### config.mk
export PLATFORM = sky130hd
export DESIGN_NAME = hue_stable_rgb_highlight_clip_top
export DESIGN_NICKNAME = d
export VERILOG_FILES = /design/src/hw/rtl/hsc_pkg.sv /design/src/hw/rtl/hsc_div_stage.sv /design/src/hw/rtl/hue_stable_rgb_highlight_clip_top.sv
export SDC_FILE = /design/constraint.sdc
export NUM_CORES = 2
export LEC_CHECK = 0
export ABC_AREA = 1
export ABC_CLOCK_PERIOD_IN_PS = 11600
export BUFFER_PORTS_ARGS = -buffer_cell sky130_fd_sc_hd__buf_4
export CORE_ASPECT_RATIO = 1.5
export CORE_MARGIN = 2
export CORE_UTILIZATION = 55
export DETAILED_ROUTE_END_ITERATION = 8
export GPL_TIMING_DRIVEN = 1
export MAX_ROUTING_LAYER = met4
export PLACE_DENSITY = 0.71
export SYNTH_ARGS = -nofsm -noshare
export SYNTH_HDL_FRONTEND = slang
export SYNTH_SLANG_ARGS = --single-unit
### constraint.sdc
create_clock -name clk_i -period 11.6 [get_ports clk_i]
set_clock_uncertainty 0.2 [all_clocks]
set_input_delay 0.58 -clock clk_i [delete_from_list [all_inputs] [get_ports clk_i]]
set_output_delay 0.58 -clock clk_i [all_outputs]
set_load 0.02 [all_outputs]
### src/hw/rtl/hsc_pkg.sv
// package for the hue-stable rgb highlight clip pipeline
// holds pixel payload types, channel codes and the divider stage types
// no dependencies
package hsc_pkg;

  // channel and arithmetic widths
  localparam int unsigned CH_W   = 24;            // signed input channel
  localparam int unsigned VAL_W  = 23;            // clamped / clipped channel
  localparam int unsigned PROD_W = 2 * VAL_W;     // span * offset product

  // restoring divider: one quotient bit per step, a few steps per stage
  localparam int unsigned DIV_STEPS  = 4;
  localparam int unsigned DIV_STAGES = (VAL_W + DIV_STEPS - 1) / DIV_STEPS;
  localparam int unsigned DIV_LAST   = VAL_W - (DIV_STAGES - 1) * DIV_STEPS;

  // channel codes
  typedef enum logic [1:0] {
    CH_RED   = 2'd0,
    CH_GREEN = 2'd1,
    CH_BLUE  = 2'd2
  } chan_e;

  // input pixel transfer
  typedef struct packed {
    logic signed [CH_W-1:0] red_in;
    logic signed [CH_W-1:0] green_in;
    logic signed [CH_W-1:0] blue_in;
  } pix_in_t;

  // output pixel transfer
  typedef struct packed {
    logic [VAL_W-1:0] red_out;
    logic [VAL_W-1:0] green_out;
    logic [VAL_W-1:0] blue_out;
  } pix_out_t;

  // values that ride along with the division
  typedef struct packed {
    logic [VAL_W-1:0] mx;
    logic [VAL_W-1:0] mn;
    chan_e            hi;
    chan_e            lo;
    logic             eq;
  } side_t;

  // divider stage payload
  typedef struct packed {
    logic [VAL_W-1:0] rem;
    logic [VAL_W-1:0] num_lo;
    logic [VAL_W-1:0] quo;
    logic [VAL_W-1:0] den;
    side_t            side;
  } div_t;

endpackage

### src/hw/rtl/hsc_div_stage.sv
// one registered stage of the pipelined restoring divider
// resolves STEPS quotient bits per stage; uses hsc_pkg
module hsc_div_stage #(
  parameter int unsigned STEPS = 4
) (
  input  logic           clk_i,
  input  logic           rst_ni,
  input  logic           valid_i,
  output logic           ready_o,
  input  hsc_pkg::div_t  data_i,
  output logic           valid_o,
  input  logic           ready_i,
  output hsc_pkg::div_t  data_o
);

  logic          valid_q;
  hsc_pkg::div_t data_d, data_q;

  // stage takes a new item when empty or when its content moves on
  assign ready_o = !valid_q || ready_i;

  // compare and subtract, one quotient bit per step
  always_comb begin
    logic [hsc_pkg::VAL_W:0] trial;
    data_d = data_i;
    trial  = '0;
    for (int k = 0; k < STEPS; k++) begin
      trial = {data_d.rem, data_d.num_lo[hsc_pkg::VAL_W-1]};
      data_d.num_lo = {data_d.num_lo[hsc_pkg::VAL_W-2:0], 1'b0};
      if (trial >= {1'b0, data_d.den}) begin
        data_d.rem = hsc_pkg::VAL_W'(trial - {1'b0, data_d.den});
        data_d.quo = {data_d.quo[hsc_pkg::VAL_W-2:0], 1'b1};
      end else begin
        data_d.rem = trial[hsc_pkg::VAL_W-1:0];
        data_d.quo = {data_d.quo[hsc_pkg::VAL_W-2:0], 1'b0};
      end
    end
  end

  // valid bit
  always_ff @(posedge clk_i or negedge rst_ni) begin
    if (!rst_ni) begin
      valid_q <= 1'b0;
    end else if (ready_o) begin
      valid_q <= valid_i;
    end
  end

  // payload
  always_ff @(posedge clk_i) begin
    if (ready_o && valid_i) begin
      data_q <= data_d;
    end
  end

  assign valid_o = valid_q;
  assign data_o  = data_q;

endmodule

### src/hw/rtl/hue_stable_rgb_highlight_clip_top.sv
// top level of the hue-stable rgb highlight clip pipeline
// clamp, sort, clip, multiply, pipelined divide, reassemble; uses hsc_pkg, hsc_div_stage
//
//   channel | direction | handshake             | payload
//   in      | input     | in_valid_i/in_ready_o | in_data_i  (3 x 24-bit signed)
//   out     | output    | out_valid_o/out_ready_i | out_data_o (3 x 23-bit unsigned)
//   cfg     | input     | cfg_we_i, no wait     | cfg_data_i (23-bit clip level)
//
// one pixel per clock sustained while out_ready_i stays high; the registered stages in order are
// sort, clip, multiply, 6 divider stages, output register; the divider sets the depth
// reset empties every stage and loads the clip level with 1.0
// each stage holds its item while the next one is full and blocked; empty stages
// fill during a stall, so input is taken while a result waits at the output
module hue_stable_rgb_highlight_clip_top #(
  parameter int unsigned FRAC_BITS = 16
) (
  input  logic                       clk_i,
  input  logic                       rst_ni,
  input  logic                       in_valid_i,
  output logic                       in_ready_o,
  input  hsc_pkg::pix_in_t           in_data_i,
  output logic                       out_valid_o,
  input  logic                       out_ready_i,
  output hsc_pkg::pix_out_t          out_data_o,
  input  logic                       cfg_we_i,
  input  logic [hsc_pkg::VAL_W-1:0]  cfg_data_i
);

  localparam int unsigned VAL_W  = hsc_pkg::VAL_W;
  localparam int unsigned PROD_W = hsc_pkg::PROD_W;
  localparam int unsigned NSTG   = hsc_pkg::DIV_STAGES;
  localparam logic [VAL_W-1:0] CLIP_RST = (FRAC_BITS >= VAL_W) ? {VAL_W{1'b1}}
                                          : VAL_W'(64'd1 << FRAC_BITS);

  typedef struct packed {
    logic [VAL_W-1:0] hv;
    logic [VAL_W-1:0] mv;
    logic [VAL_W-1:0] lv;
    hsc_pkg::chan_e   hi;
    hsc_pkg::chan_e   lo;
  } sort_t;

  typedef struct packed {
    hsc_pkg::side_t   side;
    logic [VAL_W-1:0] span;
    logic [VAL_W-1:0] dmid;
    logic [VAL_W-1:0] den;
  } clip_t;

  typedef struct packed {
    hsc_pkg::side_t    side;
    logic [PROD_W-1:0] num;
    logic [VAL_W-1:0]  den;
  } prod_t;

  logic [VAL_W-1:0] clip_q;
  logic             s1_v_q, s2_v_q, s3_v_q, out_v_q;
  logic             s1_ld, s2_ld, s3_ld, out_ld;
  sort_t            s1_d, s1_q;
  clip_t            s2_d, s2_q;
  prod_t            s3_d, s3_q;
  hsc_pkg::pix_out_t out_d, out_q;

  logic          dv_valid [NSTG+1];
  logic          dv_ready [NSTG+1];
  hsc_pkg::div_t dv_data  [NSTG+1];

  // clip level register
  always_ff @(posedge clk_i or negedge rst_ni) begin
    if (!rst_ni) begin
      clip_q <= CLIP_RST;
    end else if (cfg_we_i) begin
      clip_q <= cfg_data_i;
    end
  end

  // stage load enables, ready ripples back from the output register
  assign out_ld     = !out_v_q || out_ready_i;
  assign s3_ld      = !s3_v_q || dv_ready[0];
  assign s2_ld      = !s2_v_q || s3_ld;
  assign s1_ld      = !s1_v_q || s2_ld;
  assign in_ready_o = s1_ld;

  // stage 1: zero each channel whose bit VAL_W is set, order channels into high, middle, low
  always_comb begin
    logic [VAL_W-1:0] tv;
    hsc_pkg::chan_e   mi, ti;
    tv      = '0;
    ti      = hsc_pkg::CH_RED;
    s1_d.hv = in_data_i.red_in[VAL_W]   ? '0 : in_data_i.red_in[VAL_W-1:0];
    s1_d.mv = in_data_i.green_in[VAL_W] ? '0 : in_data_i.green_in[VAL_W-1:0];
    s1_d.lv = in_data_i.blue_in[VAL_W]  ? '0 : in_data_i.blue_in[VAL_W-1:0];
    s1_d.hi = hsc_pkg::CH_RED;
    mi      = hsc_pkg::CH_GREEN;
    s1_d.lo = hsc_pkg::CH_BLUE;
    if (s1_d.mv > s1_d.hv) begin
      tv = s1_d.hv; s1_d.hv = s1_d.mv; s1_d.mv = tv;
      ti = s1_d.hi; s1_d.hi = mi;      mi      = ti;
    end
    if (s1_d.lv > s1_d.mv) begin
      tv = s1_d.mv; s1_d.mv = s1_d.lv; s1_d.lv = tv;
      ti = mi;      mi      = s1_d.lo; s1_d.lo = ti;
    end
    if (s1_d.mv > s1_d.hv) begin
      tv = s1_d.hv; s1_d.hv = s1_d.mv; s1_d.mv = tv;
      ti = s1_d.hi; s1_d.hi = mi;      mi      = ti;
    end
  end

  // stage 2: clip high and low, form span, offset and divisor
  always_comb begin
    s2_d.side.mx = (s1_q.hv > clip_q) ? clip_q : s1_q.hv;
    s2_d.side.mn = (s1_q.lv > clip_q) ? clip_q : s1_q.lv;
    s2_d.side.hi = s1_q.hi;
    s2_d.side.lo = s1_q.lo;
    s2_d.side.eq = (s1_q.mv == s1_q.lv);
    s2_d.span    = s2_d.side.mx - s2_d.side.mn;
    s2_d.dmid    = s1_q.mv - s1_q.lv;
    s2_d.den     = s1_q.hv - s1_q.lv;
  end

  // stage 3: exact product of span and offset
  always_comb begin
    s3_d.side = s2_q.side;
    s3_d.num  = {{(PROD_W-VAL_W){1'b0}}, s2_q.span} * {{(PROD_W-VAL_W){1'b0}}, s2_q.dmid};
    s3_d.den  = s2_q.den;
  end

  // stage registers ahead of the divider
  always_ff @(posedge clk_i or negedge rst_ni) begin
    if (!rst_ni) begin
      s1_v_q <= 1'b0;
      s2_v_q <= 1'b0;
      s3_v_q <= 1'b0;
    end else begin
      if (s1_ld) s1_v_q <= in_valid_i;
      if (s2_ld) s2_v_q <= s1_v_q;
      if (s3_ld) s3_v_q <= s2_v_q;
    end
  end

  always_ff @(posedge clk_i) begin
    if (s1_ld && in_valid_i) s1_q <= s1_d;
    if (s2_ld && s1_v_q)     s2_q <= s2_d;
    if (s3_ld && s2_v_q)     s3_q <= s3_d;
  end

  // divider input: upper product half is already below the divisor
  assign dv_valid[0]       = s3_v_q;
  assign dv_data[0].rem    = s3_q.num[PROD_W-1:VAL_W];
  assign dv_data[0].num_lo = s3_q.num[VAL_W-1:0];
  assign dv_data[0].quo    = '0;
  assign dv_data[0].den    = s3_q.den;
  assign dv_data[0].side   = s3_q.side;

  // pipelined restoring divider
  for (genvar g = 0; g < NSTG; g++) begin : g_div
    hsc_div_stage #(
      .STEPS ((g == NSTG - 1) ? hsc_pkg::DIV_LAST : hsc_pkg::DIV_STEPS)
    ) u_stage (
      .clk_i   (clk_i),
      .rst_ni  (rst_ni),
      .valid_i (dv_valid[g]),
      .ready_o (dv_ready[g]),
      .data_i  (dv_data[g]),
      .valid_o (dv_valid[g+1]),
      .ready_i (dv_ready[g+1]),
      .data_o  (dv_data[g+1])
    );
  end
  assign dv_ready[NSTG] = out_ld;

  // pick the value for one channel by its rank
  function automatic logic [VAL_W-1:0] pick(hsc_pkg::chan_e c, hsc_pkg::side_t s,
                                             logic [VAL_W-1:0] mid);
    logic [VAL_W-1:0] r;
    if (c == s.hi) begin
      r = s.mx;
    end else if (c == s.lo) begin
      r = s.mn;
    end else begin
      r = mid;
    end
    return r;
  endfunction

  // final stage: rebuild the middle channel and put channels back in place
  always_comb begin
    hsc_pkg::side_t   s;
    logic [VAL_W-1:0] mid;
    s   = dv_data[NSTG].side;
    mid = s.mn + (s.eq ? '0 : dv_data[NSTG].quo);
    out_d.red_out   = pick(hsc_pkg::CH_RED,   s, mid);
    out_d.green_out = pick(hsc_pkg::CH_GREEN, s, mid);
    out_d.blue_out  = pick(hsc_pkg::CH_BLUE,  s, mid);
  end

  // output register
  always_ff @(posedge clk_i or negedge rst_ni) begin
    if (!rst_ni) begin
      out_v_q <= 1'b0;
    end else if (out_ld) begin
      out_v_q <= dv_valid[NSTG];
    end
  end

  always_ff @(posedge clk_i) begin
    if (out_ld && dv_valid[NSTG]) begin
      out_q <= out_d;
    end
  end

  assign out_valid_o = out_v_q;
  assign out_data_o  = out_q;

endmodule

==> impl_table.tex <==
\begin{tabular}{lr}
\hline
Metric & Value \\
\hline
\multicolumn{2}{l}{\textbf{Synth}} \\
Post-Synthesis Cell Area & 96100 um2 \\
Top cells by area in the synthesized netlist & sky130\_fd\_sc\_hd\_\_edfxtp\_1 (33\%), sky130\_fd\_sc\_hd\_\_nand2\_1 (12\%), sky130\_fd\_sc\_hd\_\_ha\_1 (12\%) \\
Share of synthesized flip-flops with an asynchronous set or reset & 3.03\% \\
Cells after synthesis & 11700 \\
Number of enable-type register cells in the synthesized netlist & 1056 \\
Commonest cells in the synthesized netlist & sky130\_fd\_sc\_hd\_\_nand2\_1 (3191), sky130\_fd\_sc\_hd\_\_inv\_1 (1788), sky130\_fd\_sc\_hd\_\_edfxtp\_1 (1056) \\
Number of flip-flops and latches in the synthesized netlist & 1089 \\
Fraction of post-synthesis cell area in the top cell type by area & 33.0\% \\
Top flip-flop cell by instance count after synthesis & sky130\_fd\_sc\_hd\_\_edfxtp\_1 \\
Number of warnings reported in the yosys synthesis log & 0 \\
Library cell with the highest instance count after synthesis & sky130\_fd\_sc\_hd\_\_nand2\_1 \\
Post-synthesis sequential area ratio & 33.9\% \\
Syn Nets & 13200 \\
Top cell type by total area after synthesis & sky130\_fd\_sc\_hd\_\_edfxtp\_1 \\
Synthesized area divided by synthesized cell count & 8.19 um2 \\
Netlist cell types & 64 \\
\multicolumn{2}{l}{\textbf{Clocking}} \\
Clk slew on worst S/H paths & 0.07 ns \\
CTS root buffer & sky130\_fd\_sc\_hd\_\_clkbuf\_16 \\
Number of buffers on the longest clock path & 3 \\
CTS tree & done \\
Clock latency of the later-clocked register in the worst-skew pair & 0.78 ns \\
CTS H-tree depth & 3 \\
Setup Buffers After CTS & 0 \\
CTS buffer count & 101 \\
Num Clock Sinks & 1089 \\
\multicolumn{2}{l}{\textbf{Floorplanning}} \\
Starting utilization of the core area & 55.4\% \\
Core Region & 173000 um2 \\
Y dimension of the die & 516 um \\
Die W & 345 um \\
Row cnt & 187 \\
Die outline area & 178000 um2 \\
Io pins & 171 \\
\multicolumn{2}{l}{\textbf{Layout}} \\
Relative area change from synthesis to final layout & 8.61\% \\
Final-stage net count & 13400 \\
Share of final-layout standard cells stronger than drive strength 1 & 5.83\% \\
\multicolumn{2}{l}{\textbf{Critical path}} \\
Crit-path max FO & 18 \\
Critical path required time & 11.87 ns \\
Type of destination of the critical path & register \\
Data arrival time of the critical path & 10.90 ns \\
Cell at the slowest stage of the critical path & sky130\_fd\_sc\_hd\_\_nor4\_1 \\
Stage delay of the slowest cell on the critical path & 0.72 ns \\
Critical path start-end classification & reg -> reg \\
Dominant cell type by count on the critical path & sky130\_fd\_sc\_hd\_\_nand2\_1 \\
CP Launch Type & register \\
\multicolumn{2}{l}{\textbf{STA}} \\
Maximum frequency from static timing analysis & 94.1 MHz \\
Setup repair after global routing missed its margin & false \\
Final hold vios & 0 \\
Fin crit period & 10.63 ns \\
Tightest Pin Transition & 1.37 ns \\
Final critical-path share of the clock period & 91.6\% \\
Smallest setup slack after layout & 0.970 ns \\
Pins over their slew limit & 0 \\
Tightest hold margin & 0.0562 ns \\
Count of final setup violators & 0 \\
Tightest slew margin relative to the limit & 7.63\% \\
Setup TNS & 0 ns \\
\multicolumn{2}{l}{\textbf{Routing}} \\
Antenna viol nets, final & 0 \\
Via-per-instance ratio & 5.82 \\
Post-Route WL & 338 mm \\
Post-DR wirelength/cell & 23.6 um \\
Length of the first detailed-routing pass in iterations & 9 \\
Via total after detailed routing & 83400 \\
Initial drt markers & 6251 \\
Number of DRC violations after detailed routing & 0 \\
\multicolumn{2}{l}{\textbf{Global routing}} \\
Via count of the first global-routing pass & 84400 \\
Number of antenna violations at the first check in global routing & 8 \\
Met3 usage in global routing & 5.22\% \\
Gr busiest metal & met2 \\
Global routing met2 resource utilization & 67.9\% \\
Remaining global-route overflow & 0 \\
Aggregate global-route resource usage & 38.7\% \\
Wire length of the first global-routing pass & 500 mm \\
Pin count of the biggest net entering global routing & 121 \\
Met1 demand-to-capacity share in global routing & 36.1\% \\
\multicolumn{2}{l}{\textbf{Run status}} \\
Outcome & finished, final reports clean \\
\multicolumn{2}{l}{\textbf{Min path}} \\
Worst min path class & in -> reg \\
\multicolumn{2}{l}{\textbf{Place}} \\
Total half-perimeter wirelength after legalization and detailed placement & 277 mm \\
Quantity of I/O buffers inserted on ports & 170 \\
Placer Congestion & 1.11 \\
Worst Setup Slack post-DPL & 1.02 ns \\
\multicolumn{2}{l}{\textbf{Run}} \\
Max\_cap viols & 0 \\
\hline
\end{tabular}
stage by stage:
step	area (um2)	cells	utilization (%)
after global placement	101000	14100	58.0
final	104000	14300	60.2
after floorplan	96100	11700	-
after CTS	104000	14300	60.2
after detailed placement	101000	14100	58.0
after global routing	104000	14300	60.2
cell families after synthesis:
kind of cell               count (synthesis)  synth area share (%)
DFF                                     1089                  33.9
buffers and inverters                   2073                  8.40
and+or+nand+nor                         4791                  20.8
adders and majority gates               1368                  21.4
AOI/OAI and AO/OA                       1898                  10.8
xor gates and xnor gates                 510                  4.65
critical path: cells and delay by family, from the launching register on:
family | cells | cell delay, ns
adder cells (fa/ha/maj) | 4 | 1.49
AND/OR/NAND/NOR | 23 | 4.28
buffers and inverters | 6 | 1.07
AO/OA/AOI/OAI | 11 | 2.80
flip-flops | 1 | 0.48
final timing paths:
| path | cells after the start | end | startpoint | slack, ns |
|---|---|---|---|---|
| max | 44 | g_div[4].u_stage.data_o[123]$_DFFE_PP_ | g_div[3].u_stage.data_o[58]$_DFFE_PP_ | 0.97 |
| min | 5 | s1_q[24]$_DFFE_PP_ | in_data_i[20] | 0.06 |
| max reg2reg | 44 | g_div[4].u_stage.data_o[123]$_DFFE_PP_ | g_div[3].u_stage.data_o[58]$_DFFE_PP_ | 0.97 |
| min reg2reg | 0 | dv_data[886]$_DFFE_PP_ | s2_q[97]$_DFFE_PP_ | 0.18 |
| max in group asynchronous | 2 | clip_q[10]$_DFFE_PN0P_ | rst_ni | 10.58 |
| min in group asynchronous | 2 | s2_v_q$_DFFE_PN0P_ | rst_ni | 0.17 |
state kept, by name, indices dropped and copies added (netlist names), 6 cells and up:
signal / count
s1_q: 73
g_div.u_stage.valid_o: 6
s2_q: 120
g_div.u_stage.data_o: 674
out_data_o: 69
clip_q: 23
dv_data: 120
per-layer routing:
metal | vias up | share of wire (%)
li1 | 39100 | -
met3 | 1537 | 6.0
met2 | 3620 | 50
met1 | 39200 | 32
met4 | 0 | 12
met5 | - | 0
cells in the final DEF (no fill, tap or decap), drive strengths merged, types with 26 or more instances in the layout:
cell type    synthesis  final
nand2             3208   3208
inv               1813   1821
edfxtp            1056   1056
ha                 904    904
a21oi              773    773
o21ai              772    772
nor2               680    680
nand3              466    466
fa                 464    464
buf                 81    363
xor2               272    272
xnor2              238    238
nand4              181    181
clkbuf             179    112
nor3                78     78
o21bai              63     63
o211ai              58     58
or2                 55     55
and2                53     53
clkinv               0     48
a21o                47     47
a31oi               43     43
o21a                37     37
nor4                36     36
dfrtp               32     32
o22ai               30     30
nand3b              26     26
dlygate4sd3          0     26
repair_timing:
item	4_1_cts	5_1_grt
setup endpoints to repair	0	0
hold endpoints to repair	59	0
hold buffers	26	0
resized for setup	0	0
final cells by class:
class | count | area (um2)
Fill cell | 15200 | 69100
Multi-Input combinational cell | 8567 | 55500
Sequential cell | 1089 | 32500
Inverter | 1813 | 6820
Timing Repair Buffer | 389 | 3160
Tap cell | 2268 | 2840
Clock buffer | 112 | 2570
Clock inverter | 78 | 883
Antenna cell | 12 | 30.0
Power is not shown: default switching activity piles up to over one toggle a cycle in this logic, so the estimate is an artifact.
